==> src/hdl/assert_macros.svh <==
// ---------------------------------------------------------------------------
// Assertion macros shared by the lexer RTL.
// Checks compile away when SYNTHESIS is defined.
// ---------------------------------------------------------------------------
`ifndef ASSERT_MACROS_SVH
`define ASSERT_MACROS_SVH
`ifndef SYNTHESIS
// The consequent must hold in the same cycle as the antecedent.
`define ASSERT_IMPLIES(label, clk, rst, ante, cons) \
  label: assert property (@(posedge clk) disable iff (rst) (ante) |-> (cons)) \
    else $error("assertion failed");
// The consequent must hold in the cycle after the antecedent.
`define ASSERT_NEXT(label, clk, rst, ante, cons) \
  label: assert property (@(posedge clk) disable iff (rst) (ante) |=> (cons)) \
    else $error("assertion failed");
`else
`define ASSERT_IMPLIES(label, clk, rst, ante, cons)
`define ASSERT_NEXT(label, clk, rst, ante, cons)
`endif
`endif

==> src/hdl/slbs_pkg.sv <==
// ---------------------------------------------------------------------------
// Script lexer package
// Token codes, character constants and item types shared by the lexer files.
// ---------------------------------------------------------------------------
package slbs_pkg;

  // Token classes.
  typedef enum logic [3:0] {
    TC_NAME      = 4'd0,
    TC_NUMBER    = 4'd1,
    TC_ARITH     = 4'd2,
    TC_COMPARE   = 4'd3,
    TC_READIN    = 4'd4,
    TC_ASSIGN    = 4'd5,
    TC_LOGICAL   = 4'd6,
    TC_NEWLINE   = 4'd7,
    TC_SEMICOLON = 4'd8,
    TC_QUOTE     = 4'd9,
    TC_DEFINE    = 4'd10,
    TC_PUNCT     = 4'd11,
    TC_END       = 4'd12,
    TC_ERROR     = 4'd13
  } token_class_t;

  // Operator codes.
  typedef enum logic [3:0] {
    OP_NONE   = 4'd0,
    OP_ADD    = 4'd1,
    OP_INC    = 4'd2,
    OP_SUB    = 4'd3,
    OP_DEC    = 4'd4,
    OP_LT     = 4'd5,
    OP_LE     = 4'd6,
    OP_GT     = 4'd7,
    OP_GE     = 4'd8,
    OP_EQ     = 4'd9,
    OP_NE     = 4'd10,
    OP_NOT    = 4'd11,
    OP_READIN = 4'd12
  } op_code_t;

  // What the lexer is holding between bytes.
  typedef enum logic [3:0] {
    PK_IDLE   = 4'd0,
    PK_NAME   = 4'd1,
    PK_NUMBER = 4'd2,
    PK_PLUS   = 4'd3,
    PK_MINUS  = 4'd4,
    PK_LT     = 4'd5,
    PK_GT     = 4'd6,
    PK_EQ     = 4'd7,
    PK_BANG   = 4'd8
  } pend_kind_t;

  // Source characters with a meaning of their own.
  localparam logic [7:0] CH_NUL    = 8'h00;
  localparam logic [7:0] CH_TAB    = 8'h09;
  localparam logic [7:0] CH_LF     = 8'h0A;
  localparam logic [7:0] CH_CR     = 8'h0D;
  localparam logic [7:0] CH_SPACE  = 8'h20;
  localparam logic [7:0] CH_BANG   = 8'h21;
  localparam logic [7:0] CH_DQUOTE = 8'h22;
  localparam logic [7:0] CH_HASH   = 8'h23;
  localparam logic [7:0] CH_PCT    = 8'h25;
  localparam logic [7:0] CH_SQUOTE = 8'h27;
  localparam logic [7:0] CH_LPAREN = 8'h28;
  localparam logic [7:0] CH_RPAREN = 8'h29;
  localparam logic [7:0] CH_STAR   = 8'h2A;
  localparam logic [7:0] CH_PLUS   = 8'h2B;
  localparam logic [7:0] CH_COMMA  = 8'h2C;
  localparam logic [7:0] CH_MINUS  = 8'h2D;
  localparam logic [7:0] CH_DOT    = 8'h2E;
  localparam logic [7:0] CH_SLASH  = 8'h2F;
  localparam logic [7:0] CH_0      = 8'h30;
  localparam logic [7:0] CH_9      = 8'h39;
  localparam logic [7:0] CH_COLON  = 8'h3A;
  localparam logic [7:0] CH_SEMI   = 8'h3B;
  localparam logic [7:0] CH_LT     = 8'h3C;
  localparam logic [7:0] CH_EQ     = 8'h3D;
  localparam logic [7:0] CH_GT     = 8'h3E;
  localparam logic [7:0] CH_UPPER_A = 8'h41;
  localparam logic [7:0] CH_UPPER_Z = 8'h5A;
  localparam logic [7:0] CH_CARET  = 8'h5E;
  localparam logic [7:0] CH_UNDER  = 8'h5F;
  localparam logic [7:0] CH_LOWER_A = 8'h61;
  localparam logic [7:0] CH_LOWER_Z = 8'h7A;

  // Result queue depth and its index widths.
  localparam int unsigned RES_DEPTH = 4;
  localparam int unsigned RES_AW    = $clog2(RES_DEPTH);
  localparam int unsigned RES_CW    = $clog2(RES_DEPTH + 1);

  // One input item.
  typedef struct packed {
    logic [7:0] in_byte;
  } in_item_t;

  // One result item.
  typedef struct packed {
    token_class_t token_class;
    op_code_t     operator_code;
    logic [7:0]   symbol_byte;
    logic [7:0]   token_length;
    logic         too_long;
    logic [31:0]  start_position;
    logic [31:0]  line_number;
    logic         last;
  } result_t;

  // How many results the core pushes in one cycle.
  typedef struct packed {
    logic one;
    logic two;
  } push_t;

  // Result queue status seen by the top level.
  typedef struct packed {
    logic              room2;
    logic [RES_CW-1:0] count;
  } rq_stat_t;

endpackage

==> src/hdl/slbs_stream_if.sv <==
// ---------------------------------------------------------------------------
// Stream channel
// Valid/ready channel carrying one payload item per handshake.
// ---------------------------------------------------------------------------
interface slbs_stream_if #(
  parameter type T = logic
);
  logic valid;
  logic ready;
  T     data;

  modport source (output valid, output data, input ready);
  modport sink   (input valid, input data, output ready);
endinterface

==> src/hdl/slbs_result_fifo.sv <==
// ---------------------------------------------------------------------------
// Lexer result queue
// Small register queue taking up to two results a cycle and giving one.
// ---------------------------------------------------------------------------
module slbs_result_fifo (
  input  logic             clk,
  input  logic             rst,
  input  slbs_pkg::push_t  push,
  input  slbs_pkg::result_t d0,
  input  slbs_pkg::result_t d1,
  input  logic             pop,
  output logic             out_valid,
  output slbs_pkg::result_t out_data,
  output slbs_pkg::rq_stat_t stat
);
  import slbs_pkg::*;

  result_t           mem [RES_DEPTH];
  logic [RES_AW-1:0] wr_ptr;
  logic [RES_AW-1:0] rd_ptr;
  logic [RES_CW-1:0] count;
  logic [RES_CW-1:0] count_next;
  logic              do_pop;

  assign do_pop    = pop && (count != '0);
  assign out_valid = (count != '0);
  assign out_data  = mem[rd_ptr];
  assign stat.room2 = (count <= RES_CW'(RES_DEPTH - 2));
  assign stat.count = count;

  // Occupancy after this cycle's pushes and pop.
  always_comb begin
    count_next = count;
    if (push.two) begin
      count_next = count_next + RES_CW'(2);
    end else if (push.one) begin
      count_next = count_next + RES_CW'(1);
    end
    if (do_pop) begin
      count_next = count_next - RES_CW'(1);
    end
  end

  // Pointers and occupancy.
  always_ff @(posedge clk) begin
    if (rst) begin
      wr_ptr <= '0;
      rd_ptr <= '0;
      count  <= '0;
    end else begin
      count <= count_next;
      if (do_pop) begin
        rd_ptr <= rd_ptr + RES_AW'(1);
      end
      if (push.two) begin
        wr_ptr <= wr_ptr + RES_AW'(2);
      end else if (push.one) begin
        wr_ptr <= wr_ptr + RES_AW'(1);
      end
    end
  end

  // Entry storage; the second result goes right behind the first.
  always_ff @(posedge clk) begin
    if (push.one) begin
      mem[wr_ptr] <= d0;
    end
    if (push.two) begin
      mem[wr_ptr + RES_AW'(1)] <= d1;
    end
  end
endmodule

==> src/hdl/slbs_core.sv <==
// ---------------------------------------------------------------------------
// Lexer core
// Holds the lexer state and turns one byte into zero, one or two tokens.
// ---------------------------------------------------------------------------
module slbs_core #(
  parameter int unsigned MAX_TOKEN_LEN = 255,
  parameter int unsigned POSITION_BITS = 32
) (
  input  logic              clk,
  input  logic              rst,
  input  logic              step,
  input  logic [7:0]        c,
  output slbs_pkg::push_t   push,
  output slbs_pkg::result_t res0,
  output slbs_pkg::result_t res1
);
  import slbs_pkg::*;

  localparam int unsigned RunW = $clog2(MAX_TOKEN_LEN + 1);
  localparam int unsigned PosW = (POSITION_BITS < 32) ? POSITION_BITS : 32;

  pend_kind_t      pending;
  pend_kind_t      pending_next;
  logic [RunW-1:0] run_len;
  logic [RunW-1:0] run_len_next;
  logic            tl_seen;
  logic            tl_seen_next;
  logic [PosW-1:0] pos;
  logic [PosW-1:0] tok_start;
  logic [PosW-1:0] tok_start_next;
  logic [31:0]     line_cnt;
  logic            line_inc;

  logic            is_letter;
  logic            is_digit;
  logic            pair_hit;
  token_class_t    pair_cls;
  op_code_t        pair_op;
  logic            extend;
  logic            f_valid;
  result_t         f_tok;
  logic            b_valid;
  result_t         b_tok;
  pend_kind_t      b_kind;
  logic            is_space;

  // Clamp a run count to the 8-bit length field.
  function automatic logic [7:0] sat_len(input logic [RunW-1:0] v);
    if (32'(v) > 32'd255) begin
      return 8'hFF;
    end
    return 8'(v);
  endfunction

  // Build one token; the line number is the count before this byte.
  function automatic result_t mk_tok(input token_class_t cls, input op_code_t op,
                                     input logic [7:0] sym, input logic [7:0] len,
                                     input logic tl, input logic [PosW-1:0] start,
                                     input logic [31:0] line);
    result_t r;
    r.token_class    = cls;
    r.operator_code  = op;
    r.symbol_byte    = sym;
    r.token_length   = len;
    r.too_long       = tl;
    r.start_position = 32'(start);
    r.line_number    = line;
    r.last           = 1'b0;
    return r;
  endfunction

  assign is_letter = ((c >= CH_UPPER_A) && (c <= CH_UPPER_Z)) ||
                     ((c >= CH_LOWER_A) && (c <= CH_LOWER_Z));
  assign is_digit  = (c >= CH_0) && (c <= CH_9);
  assign is_space  = (c == CH_SPACE) || (c == CH_TAB) || (c == CH_CR);

  // Second character of a two-character operator, or a run that grows.
  always_comb begin
    pair_hit = 1'b0;
    pair_cls = TC_ARITH;
    pair_op  = OP_NONE;
    extend   = 1'b0;
    unique case (pending)
      PK_NAME:   extend = is_letter || is_digit;
      PK_NUMBER: extend = is_digit;
      PK_PLUS: begin
        if (c == CH_PLUS) begin
          pair_hit = 1'b1;
          pair_op  = OP_INC;
        end
      end
      PK_MINUS: begin
        if (c == CH_MINUS) begin
          pair_hit = 1'b1;
          pair_op  = OP_DEC;
        end
      end
      PK_LT: begin
        if (c == CH_EQ) begin
          pair_hit = 1'b1;
          pair_cls = TC_COMPARE;
          pair_op  = OP_LE;
        end else if (c == CH_LT) begin
          pair_hit = 1'b1;
          pair_cls = TC_READIN;
          pair_op  = OP_READIN;
        end
      end
      PK_GT: begin
        if (c == CH_EQ) begin
          pair_hit = 1'b1;
          pair_cls = TC_COMPARE;
          pair_op  = OP_GE;
        end
      end
      PK_EQ: begin
        if (c == CH_EQ) begin
          pair_hit = 1'b1;
          pair_cls = TC_COMPARE;
          pair_op  = OP_EQ;
        end
      end
      PK_BANG: begin
        if (c == CH_EQ) begin
          pair_hit = 1'b1;
          pair_cls = TC_COMPARE;
          pair_op  = OP_NE;
        end
      end
      default: ;
    endcase
  end

  // Token for whatever is pending when this byte cannot extend it.
  always_comb begin
    f_valid = 1'b1;
    f_tok   = mk_tok(TC_ERROR, OP_NONE, CH_NUL, 8'd0, 1'b0, tok_start, line_cnt);
    unique case (pending)
      PK_NAME:   f_tok = mk_tok(TC_NAME, OP_NONE, CH_NUL, sat_len(run_len), tl_seen,
                                tok_start, line_cnt);
      PK_NUMBER: f_tok = mk_tok(TC_NUMBER, OP_NONE, CH_NUL, sat_len(run_len), tl_seen,
                                tok_start, line_cnt);
      PK_PLUS:   f_tok = mk_tok(TC_ARITH, OP_ADD, CH_PLUS, 8'd1, 1'b0, tok_start, line_cnt);
      PK_MINUS:  f_tok = mk_tok(TC_ARITH, OP_SUB, CH_MINUS, 8'd1, 1'b0, tok_start, line_cnt);
      PK_LT:     f_tok = mk_tok(TC_COMPARE, OP_LT, CH_LT, 8'd1, 1'b0, tok_start, line_cnt);
      PK_GT:     f_tok = mk_tok(TC_COMPARE, OP_GT, CH_GT, 8'd1, 1'b0, tok_start, line_cnt);
      PK_EQ:     f_tok = mk_tok(TC_ASSIGN, OP_NONE, CH_EQ, 8'd1, 1'b0, tok_start, line_cnt);
      PK_BANG:   f_tok = mk_tok(TC_LOGICAL, OP_NOT, CH_BANG, 8'd1, 1'b0, tok_start, line_cnt);
      default:   f_valid = 1'b0;
    endcase
  end

  // How this byte starts the next token.
  always_comb begin
    b_kind   = PK_IDLE;
    b_valid  = 1'b0;
    line_inc = 1'b0;
    b_tok    = mk_tok(TC_ERROR, OP_NONE, c, 8'd1, 1'b0, pos, line_cnt);
    if (is_letter) begin
      b_kind = PK_NAME;
    end else if (is_digit) begin
      b_kind = PK_NUMBER;
    end else if (!is_space) begin
      case (c) inside
        CH_PLUS:  b_kind = PK_PLUS;
        CH_MINUS: b_kind = PK_MINUS;
        CH_LT:    b_kind = PK_LT;
        CH_GT:    b_kind = PK_GT;
        CH_EQ:    b_kind = PK_EQ;
        CH_BANG:  b_kind = PK_BANG;
        default: begin
          b_valid = 1'b1;
          case (c) inside
            CH_NUL: b_tok = mk_tok(TC_END, OP_NONE, CH_NUL, 8'd0, 1'b0, pos, line_cnt);
            CH_LF: begin
              b_tok    = mk_tok(TC_NEWLINE, OP_NONE, CH_NUL, 8'd1, 1'b0, pos, line_cnt);
              line_inc = 1'b1;
            end
            CH_SEMI:  b_tok = mk_tok(TC_SEMICOLON, OP_NONE, c, 8'd1, 1'b0, pos, line_cnt);
            CH_SLASH, CH_STAR, CH_CARET, CH_PCT, CH_LPAREN, CH_RPAREN:
              b_tok = mk_tok(TC_ARITH, OP_NONE, c, 8'd1, 1'b0, pos, line_cnt);
            CH_DQUOTE, CH_SQUOTE:
              b_tok = mk_tok(TC_QUOTE, OP_NONE, c, 8'd1, 1'b0, pos, line_cnt);
            CH_HASH:  b_tok = mk_tok(TC_COMPARE, OP_NONE, c, 8'd1, 1'b0, pos, line_cnt);
            CH_COLON: b_tok = mk_tok(TC_DEFINE, OP_NONE, c, 8'd1, 1'b0, pos, line_cnt);
            CH_COMMA, CH_UNDER, CH_DOT:
              b_tok = mk_tok(TC_PUNCT, OP_NONE, c, 8'd1, 1'b0, pos, line_cnt);
            default: ;
          endcase
        end
      endcase
    end
  end

  // Pick the results of this byte and the next lexer state.
  always_comb begin
    pending_next   = pending;
    run_len_next   = run_len;
    tl_seen_next   = tl_seen;
    tok_start_next = tok_start;
    push           = '0;
    res0           = f_tok;
    res1           = b_tok;
    res1.last      = 1'b1;
    if (pair_hit) begin
      res0         = mk_tok(pair_cls, pair_op, CH_NUL, 8'd2, 1'b0, tok_start, line_cnt);
      res0.last    = 1'b1;
      push.one     = 1'b1;
      pending_next = PK_IDLE;
    end else if (extend) begin
      if (32'(run_len) >= MAX_TOKEN_LEN) begin
        tl_seen_next = 1'b1;
      end else begin
        run_len_next = run_len + RunW'(1);
      end
    end else begin
      pending_next = b_kind;
      run_len_next = '0;
      tl_seen_next = 1'b0;
      if (b_kind != PK_IDLE) begin
        tok_start_next = pos;
      end
      if ((b_kind == PK_NAME) || (b_kind == PK_NUMBER)) begin
        run_len_next = RunW'(1);
      end
      if (f_valid) begin
        push.one  = 1'b1;
        push.two  = b_valid;
        res0.last = !b_valid;
      end else if (b_valid) begin
        push.one  = 1'b1;
        res0      = b_tok;
        res0.last = 1'b1;
      end
    end
    if (!step) begin
      push = '0;
    end
  end

  // Lexer state registers.
  always_ff @(posedge clk) begin
    if (rst) begin
      pending   <= PK_IDLE;
      run_len   <= '0;
      tl_seen   <= 1'b0;
      pos       <= '0;
      tok_start <= '0;
      line_cnt  <= '0;
    end else if (step) begin
      pending   <= pending_next;
      run_len   <= run_len_next;
      tl_seen   <= tl_seen_next;
      pos       <= pos + PosW'(1);
      tok_start <= tok_start_next;
      if (line_inc && !pair_hit && !extend) begin
        line_cnt <= line_cnt + 32'd1;
      end
    end
  end
endmodule

==> src/hdl/script_lexer_byte_stream.sv <==
// ---------------------------------------------------------------------------
// Script lexer, byte stream
// Classifies a stream of source bytes into name, number, operator and
// punctuation tokens with position and line information.
// ---------------------------------------------------------------------------
// The block takes one source byte per cycle, while the result queue has
// room, into an input register, and lexes a staged byte into zero, one or
// two tokens once the four-entry result queue has room for two. Tokens are
// registered in the queue and offered at the output from its head. The
// output port gives one token per cycle while the receiver is ready, so a
// byte that both ends a pending name, number or operator prefix and forms
// a one-character token of its own uses the output twice; the queue absorbs
// this and input stays at one byte per cycle as long as the output averages
// at most one token per cycle. MAX_TOKEN_LEN sets where name and
// number lengths saturate, and POSITION_BITS sets the wrap of the byte
// position counter (start positions report its low 32 bits).
module script_lexer_byte_stream #(
  parameter int unsigned MAX_TOKEN_LEN = 255,
  parameter int unsigned POSITION_BITS = 32
) (
  input logic          clk,
  input logic          rst,
  slbs_stream_if.sink   bytes,
  slbs_stream_if.source tokens
);
  import slbs_pkg::*;
  `include "assert_macros.svh"

  logic       in_valid;
  logic [7:0] in_byte;
  logic       fire;
  push_t      push;
  result_t    res0;
  result_t    res1;
  rq_stat_t   rq_stat;
  result_t    out_data;

  // Lex the staged byte once the queue has room for two tokens.
  assign fire        = in_valid && rq_stat.room2;
  assign bytes.ready = !in_valid || fire;

  // Input register.
  always_ff @(posedge clk) begin
    if (rst) begin
      in_valid <= 1'b0;
    end else if (bytes.valid && bytes.ready) begin
      in_valid <= 1'b1;
    end else if (fire) begin
      in_valid <= 1'b0;
    end
  end

  always_ff @(posedge clk) begin
    if (bytes.valid && bytes.ready) begin
      in_byte <= bytes.data.in_byte;
    end
  end

  slbs_core #(
    .MAX_TOKEN_LEN (MAX_TOKEN_LEN),
    .POSITION_BITS (POSITION_BITS)
  ) u_core (
    .clk  (clk),
    .rst  (rst),
    .step (fire),
    .c    (in_byte),
    .push (push),
    .res0 (res0),
    .res1 (res1)
  );

  slbs_result_fifo u_fifo (
    .clk       (clk),
    .rst       (rst),
    .push      (push),
    .d0        (res0),
    .d1        (res1),
    .pop       (tokens.ready),
    .out_valid (tokens.valid),
    .out_data  (out_data),
    .stat      (rq_stat)
  );

  assign tokens.data = out_data;

  // A staged byte that is not lexed stays staged.
  `ASSERT_NEXT(a_stage_hold, clk, rst, in_valid && !fire, in_valid)
  // The second token of a byte always comes with the first.
  `ASSERT_IMPLIES(a_push_order, clk, rst, push.two, push.one)
  // The queue never holds more than its depth.
  `ASSERT_IMPLIES(a_queue_bound, clk, rst, 1'b1, rq_stat.count <= RES_CW'(RES_DEPTH))
  // Pushes happen only when the queue had room for both tokens.
  `ASSERT_NEXT(a_no_overflow, clk, rst, push.one,
               rq_stat.count <= RES_CW'(RES_DEPTH))

endmodule

==> src/flat_wrapper.sv <==
// flat-port wrapper written by rule: the top's interface ports become plain ports
module script_lexer_byte_stream_flat import slbs_pkg::*;
#(
  parameter int unsigned MAX_TOKEN_LEN = 255,
  parameter int unsigned POSITION_BITS = 32
)
  (clk, rst, bytes_valid, bytes_data, bytes_ready, tokens_valid, tokens_data, tokens_ready);
  slbs_stream_if #(.T(in_item_t)) bytes_i ();
  slbs_stream_if #(.T(result_t)) tokens_i ();
  input logic clk;
  input logic rst;
  input wire logic [$bits(bytes_i.valid)-1:0] bytes_valid;
  input wire logic [$bits(bytes_i.data)-1:0] bytes_data;
  output wire logic [$bits(bytes_i.ready)-1:0] bytes_ready;
  output wire logic [$bits(tokens_i.valid)-1:0] tokens_valid;
  output wire logic [$bits(tokens_i.data)-1:0] tokens_data;
  input wire logic [$bits(tokens_i.ready)-1:0] tokens_ready;
  assign bytes_i.valid = bytes_valid;
  assign bytes_i.data = bytes_data;
  assign bytes_ready = bytes_i.ready;
  assign tokens_valid = tokens_i.valid;
  assign tokens_data = tokens_i.data;
  assign tokens_i.ready = tokens_ready;
  script_lexer_byte_stream #(.MAX_TOKEN_LEN(MAX_TOKEN_LEN), .POSITION_BITS(POSITION_BITS)) u_core (.clk(clk), .rst(rst), .bytes(bytes_i), .tokens(tokens_i));
endmodule
==> config.mk <==
export PLATFORM = sky130hd
export DESIGN_NAME = script_lexer_byte_stream_flat
export DESIGN_NICKNAME = d
export VERILOG_FILES = /design/src/hdl/slbs_pkg.sv /design/src/hdl/slbs_stream_if.sv /design/src/hdl/slbs_result_fifo.sv /design/src/hdl/slbs_core.sv /design/src/hdl/script_lexer_byte_stream.sv /design/src/flat_wrapper.sv
export VERILOG_INCLUDE_DIRS = /design/src /design/src/hdl
export SDC_FILE = /design/constraint.sdc
export NUM_CORES = 1
export LEC_CHECK = 0
export ABC_CLOCK_PERIOD_IN_PS = 4400
export BUFFER_PORTS_ARGS = -buffer_cell sky130_fd_sc_hd__buf_2
export CORE_MARGIN = 2
export CORE_UTILIZATION = 45
export CTS_CLUSTER_SIZE = 20
export DETAILED_ROUTE_END_ITERATION = 10
export PLACE_DENSITY = 0.71
export SLEW_MARGIN = 30
export SYNTH_ARGS = -nofsm -noshare
export SYNTH_HDL_FRONTEND = slang
export SYNTH_SLANG_ARGS = --single-unit
==> constraint.sdc <==
create_clock -name clk -period 4.4 [get_ports clk]
set_clock_uncertainty 0.05 [all_clocks]
set_input_delay 0.22 -clock clk [delete_from_list [all_inputs] [get_ports clk]]
set_output_delay 0.22 -clock clk [all_outputs]
set_load 0.01 [all_outputs]
* After elaboration in Yosys (flattened, before gate mapping)
Memories as Yosys holds them, arrays and structs flattened. A register that Yosys moved wholly into a read port is not among the register bits. Cells that the tools add are included.
Word-level totals: word-level logic and storage cells 200, output and inout bits 92, bits of input ports 12, memories kept 1, flip-flop bits (word level) 125, RAM bits 360
Memory list:
- u_core.u_fifo.mem | words 4, width 90, read ports 1, clocked after Yosys merged registers in 1, wr ports 2, line slbs_result_fifo.sv:18 | result_t mem [RES_DEPTH];
Operators by class: equality and inequality tests 37, reductions and logical operators 33, order comparisons 8, muxes and demuxes 99, $add $sub $neg 9, bitwise logic cells 2
Operators by type and width (number):
- 90-bit 2-to-1 mux | 18
- 90-bit one-hot mux with 8 select lines | 1
- 89-bit 2-to-1 mux | 3
- 8-bit by 6-bit equality test with 1-bit output, second input constant | 19
- 4-bit 2-to-1 mux | 17
- 32-bit by 1-bit adder with 32-bit output, second input constant | 2
- 1-bit 2-to-1 mux | 42
- 8-bit by 4-bit equality test with 1-bit output, second input constant | 3
- 4-bit one-hot mux with 6 select lines | 1
- 4-bit by 3-bit equality test with 1-bit output, second input constant | 4
- 8-bit by 7-bit equality test with 1-bit output, second input constant | 2
- 8-bit by 7-bit >= comparator with 1-bit output, second input constant | 2
- 8-bit by 7-bit <= comparator with 1-bit output, second input constant | 2
- 8-bit 2-to-1 mux | 2
- 3-bit 2-to-1 mux | 5
- 2-bit 2-to-1 mux | 7
- 4-bit by 2-bit equality test with 1-bit output, second input constant | 3
- 8-bit by 1-bit adder with 8-bit output, second input constant | 1
- 4-bit by 1-bit equality test with 1-bit output, second input constant | 2
- 8-bit by 6-bit >= comparator with 1-bit output, second input constant | 1
- 8-bit >= comparator, second input constant | 1
- 8-bit by 6-bit <= comparator with 1-bit output, second input constant | 1
- 1-bit logical AND | 8
- 8-bit logical NOT | 1
- other kinds (25) | 40

* Depth between registers and ports, before layout
depth after elaboration 23, mapped depth 15, depth with buffers taken out 14

* Hierarchy
From an unflattened synthesis, not the netlist that was laid out.
Unflattened totals: cell total of the unflattened synthesis 1768, area total of the unflattened synthesis 25192.9 um2
By module, submodules not included:
- slbs_result_fifo | area each 18053.6 um2, cells each 934, seq. area each 10990.5 um2, times used 1
- slbs_core | area each 6836.6 um2, cells each 820, seq. area each 2182.1 um2, times used 1
- script_lexer_byte_stream | area each 302.8 um2, cells each 14, seq. area each 260.2 um2, times used 1

* Worst setup path after synthesis
Ideal clock, no wire load.
path type register to register, start register u_core.in_byte[1], end memory u_core.u_fifo.mem[0][10] in the netlist's numbering (enable), data required time 3.948 ns, period minus slack after synthesis 4.257 ns, library setup time 0.402 ns, cell stages (with the launch flop) 13, buffers on the path 3, setup slack 0.143 ns, arrival time 3.805 ns, cells stage by stage edfxtp_1 -> buf_2 -> or3_1 -> o32ai_1 -> o22ai_1 -> a211oi_2 -> ha_1 -> clkbuf_1 -> nand2_1 -> nor3_1 -> o21ai_2 -> inv_1 -> buf_2
RTL lines:
- from (decl) | line script_lexer_byte_stream.sv:30 | logic [7:0] in_byte;
- from (signal assigned) | line script_lexer_byte_stream.sv:55 | in_byte <= bytes.data.in_byte;
- to (decl) | line slbs_result_fifo.sv:18

==> flow_summary.toml <==
[run_status]
status = "completed"

[timing]
rsz0062_at_grt = "false"
fin_setup_tns_ns = 0
timing.final.hold_violations = 0
final_max_slew_viol_count = 0
crit_share_post_route_pct = 88.8
worst_case_setup_margin_in_the_final_layout_ns = 0.495
achievable-frequency_mhz = 256
finalWorstPathRequiredPeriod_ns = 3.91
hold_ws_ns = 0.309
setup_viol_count_final = 0
maxSlewHeadroom_pct = 38.6
tightest_slew_ns = 0.898

[logic_synthesis]
yosys_register_bits = 487
syn-cell-area_um2 = 22500
number_of_different_library_cells_in_the_post_synthesis_netlist = 81
synth-seq-area-share_pct = 57.3
synth.net_count = 1798
synth_simple_gate_area_share_pct = 12.2
syn-instance-count = 1770
netlist.top_cell.by_area = "edfxtp_1"
asyncSetResetFlopFracSynth_pct = 0
syn_area_cell_um2 = 12.7
synth_compound_gate_area_share_pct = 13.0
yosys_warnings = 0
largest_family_of_logic_cells_by_synthesized_area = "compound AO/OA/AOI/OAI gates"
synthAdderAreaFrac_pct = 0.888
number_of_flops_mapped_to_enable_cells_by_yosys = 316
synth_top_area_share_pct = 42.1
synth_mux_area_share_pct = 10.5
synthXorXnorAreaFrac_pct = 2.59
synth.top_cells.by_area = "edfxtp_1 (42%), dfxtp_1 (15%), mux4_2 (9.0%), a22o_1 (5.9%), and2_1 (3.5%)"
synth_top_flop_cell = "edfxtp_1"

[finish]
finalCoreUtilization_pct = 51.6
insertedDiodeCount = 0
layout_nets = 1861
share_of_layout_cells_above_drive_strength_1_pct = 19.1
area.growth.synth_to_final_pct = 13.9

[detailed_routing]
totalWireLength_mm = 54.8
first_iter_violations = 1375
dr_total_vias = 15000
number_of_remaining_drc_errors = 0
antenna_violating_nets_post_route = 0
avgViaCountPerCell = 5.91
drt_pre_antenna_iters = 6
route.detailed.wl_per_inst_um = 21.5

[power_and_ir_drop]
power_frac_clock_pct = 36.0
comb_power_share_pct = 21.4
p_sw_share_pct = 27.4
sequentialPowerShare_pct = 42.7
peakVddDrop_uv = 502
p_int_mw = 9.01
total_power_mw = 12.4
p_leak_nw = 8.71
power-per-cell-area_nw_per_um2 = 483
power_switching_mw = 3.40

[global_route]
number_of_global_route_vias_before_repair = 15000
gr_ovfl_total = 0
initial_antenna_violation_count = 1
global_route_wire_length_before_repair_mm = 85.9
largest_net_degree_at_the_start_of_global_routing = 91
grt_util_overall_pct = 20.9

[worst_setup_path]
critical_path.max_fanout = 37
worst-r2r-setup-slack_ns = 0.49
required_worst_endpoint_ns = 4.69
cp-startpoint = "u_core.in_byte[4]"
worst_setup_path_endpoint = "u_core.u_fifo.mem[3][74]"
endpoint_kind = "flip-flop"
regToRegStartpoint = "u_core.in_byte[4]"
timing.critical_path.from_type = "flip-flop"
r2r_end = "u_core.u_fifo.mem[3][74]"
cp.arrival_ns = 4.20
worst_r2r_path_depth = 12
path_class = "flip-flop to flip-flop"

[floorplanning]
dieHeight_um = 228
placement_rows = 82
floorplan.die.width_um = 228
start_util_pct = 45.3
die_area_um2 = 51900
io_pins = 104
design.core.area_um2 = 49800

[clock_network]
cts.path.max_buffers = 3
worst_setup_hold_path_clk_slew_ns = 0.07
cts_hold_repair.buffers = 10
clk_latency_ns = 0.59
cts_made_buffers = 48
htreeDepth = 2
number_of_clock_sinks = 487
ctsResizeCount = 0
tritoncts = "done"
master_cell_of_the_clock_root_buffer = "clkbuf_16"
post_cts.repair.setup_buffers = 0

[flow_run]
cap_viol_max_count = 0

[place]
port_buffers = 103
place_worst_setup_slack_ns = 0.516
rd_place_congestion = 0.886
dp.final_hpwl_mm = 33.6

[worst_hold_path]
holdCritStartpoint = "bytes_data[2]"
holdCritPathClass = "input port to flip-flop"
[worst max-delay path, cell delays in order, from the launching register on]
cell and delay (ns):
edfxtp_1 0.54, or3b_2 0.58, o32ai_1 0.43, a211oi_2 0.18, inv_1 0.08, ha_1 0.30
and3_1 0.34, a21boi_0 0.15, o21ai_2 0.24, buf_4 0.20, a21oi_4 0.04, buf_12 0.21
a2bb2o_1 0.31
[per-layer routing]
layer  GRT usage, %  routed length (um)
met2           34.6               26900
met4           7.25                1570
met3           3.33                3380
met1           28.2               22900
met5              0                   0
[through the flow]
stage,cell area [um2],std cells
final,25700,2544
after global routing,25700,2544
after CTS,25600,2542
after detailed placement,23800,2443
after global placement,23800,2443
after floorplan,22500,1770
[flip-flops by register name (all words and copies together) (netlist names), named ones only]
signal                   cells
u_core.u_core.pending        4
u_core.in_valid              1
u_core.u_core.tok_start     32
u_core.u_fifo.rd_ptr         2
u_core.u_core.pos           32
u_core.u_fifo.count          3
u_core.in_byte               8
u_core.u_core.line_cnt      32
u_core.u_fifo.mem          360
u_core.u_core.tl_seen        1
u_core.u_core.run_len        8
u_core.u_fifo.wr_ptr         2
[worst min-delay path by stage]
stage                           endpoint  cells after the start  slack, ns
detailed placement     u_core.in_byte[1]                      1       0.35
global route           u_core.in_byte[2]                      2       0.28
floorplan              u_core.in_byte[0]                      0       0.27
finish                 u_core.in_byte[2]                      2       0.31
CTS                 u_core.u_core.pos[2]                      2       0.19
global placement       u_core.in_byte[2]                      1       0.35
[Yosys cell counts (all sizes together) (4+ instances only)]
cell,number
o211a,4
nand2b,10
mux4,90
a22o,153
xor2,34
a21boi,5
dfxtp,171
nand4,21
and4,9
o21ai,49
nand3,45
nand2,67
a31o,4
o22a,4
a21oi,54
edfxtp,316
xnor2,30
nor4,7
nor2,152
and2,126
clkbuf,90
nor2b,7
o22ai,12
and3,18
o21a,4
ha,16
o2bb2ai,5
a22oi,4
or3,20
a32o,32
nor3b,4
o211ai,8
buf,65
o32ai,5
mux2i,32
nor3,22
inv,27
[layout make-up]
| type | count | area, um2 |
|---|---|---|
| tap | 672 | 841 |
| multi-input combinational | 1100 | 8850 |
| inverter | 28 | 115 |
| timing repair buffer | 168 | 1230 |
| fill | 4164 | 24100 |
| clock buffer | 59 | 1280 |
| sequential | 487 | 12900 |
| clock inverter | 30 | 437 |
[placed cells by master, fill, tap and decap left out, drive strengths merged, types with 4 or more instances in the layout]
| cell type | instances |
|---|---|
| edfxtp | 316 |
| dfxtp | 171 |
| buf | 157 |
| a22o | 153 |
| nor2 | 152 |
| and2 | 126 |
| mux4 | 90 |
| nand2 | 67 |
| clkbuf | 59 |
| a21oi | 54 |
| o21ai | 49 |
| nand3 | 45 |
| xor2 | 34 |
| a32o | 32 |
| mux2i | 32 |
| xnor2 | 30 |
| inv | 29 |
| nor3 | 22 |
| nand4 | 21 |
| or3 | 20 |
| and3 | 18 |
| clkinv | 17 |
| ha | 16 |
| o22ai | 12 |
| bufinv | 11 |
| dlygate4sd3 | 11 |
| nand2b | 10 |
| and4 | 9 |
| o211ai | 8 |
| nor2b | 7 |
| nor4 | 7 |
| o32ai | 5 |
| o2bb2ai | 5 |
| a21boi | 5 |
| nor3b | 4 |
| o21a | 4 |
| o211a | 4 |
| a22oi | 4 |
| a31o | 4 |
| o22a | 4 |
[cell families (layout without fill, tap and decap cells)]
| kind of cell | Yosys count | count (layout) |
|---|---|---|
| compound gates | 369 | 369 |
| xor+xnor | 65 | 65 |
| fa+ha+maj | 16 | 16 |
| buf+inv | 183 | 285 |
| flops | 487 | 487 |
| mux | 124 | 124 |
| simple gates | 526 | 526 |
[power by group through the flow]
stage                     logic (mW)  clock network [mW]  registers, mW
after floorplan                 1.77                   0           5.30
after global placement          2.66                   0           5.37
after detailed placement        2.68                   0           5.40
after CTS                       2.70                4.53           5.30
after global routing            2.85                4.70           5.32
final                           2.65                4.46           5.30
Power figures use the tool's default switching activity.
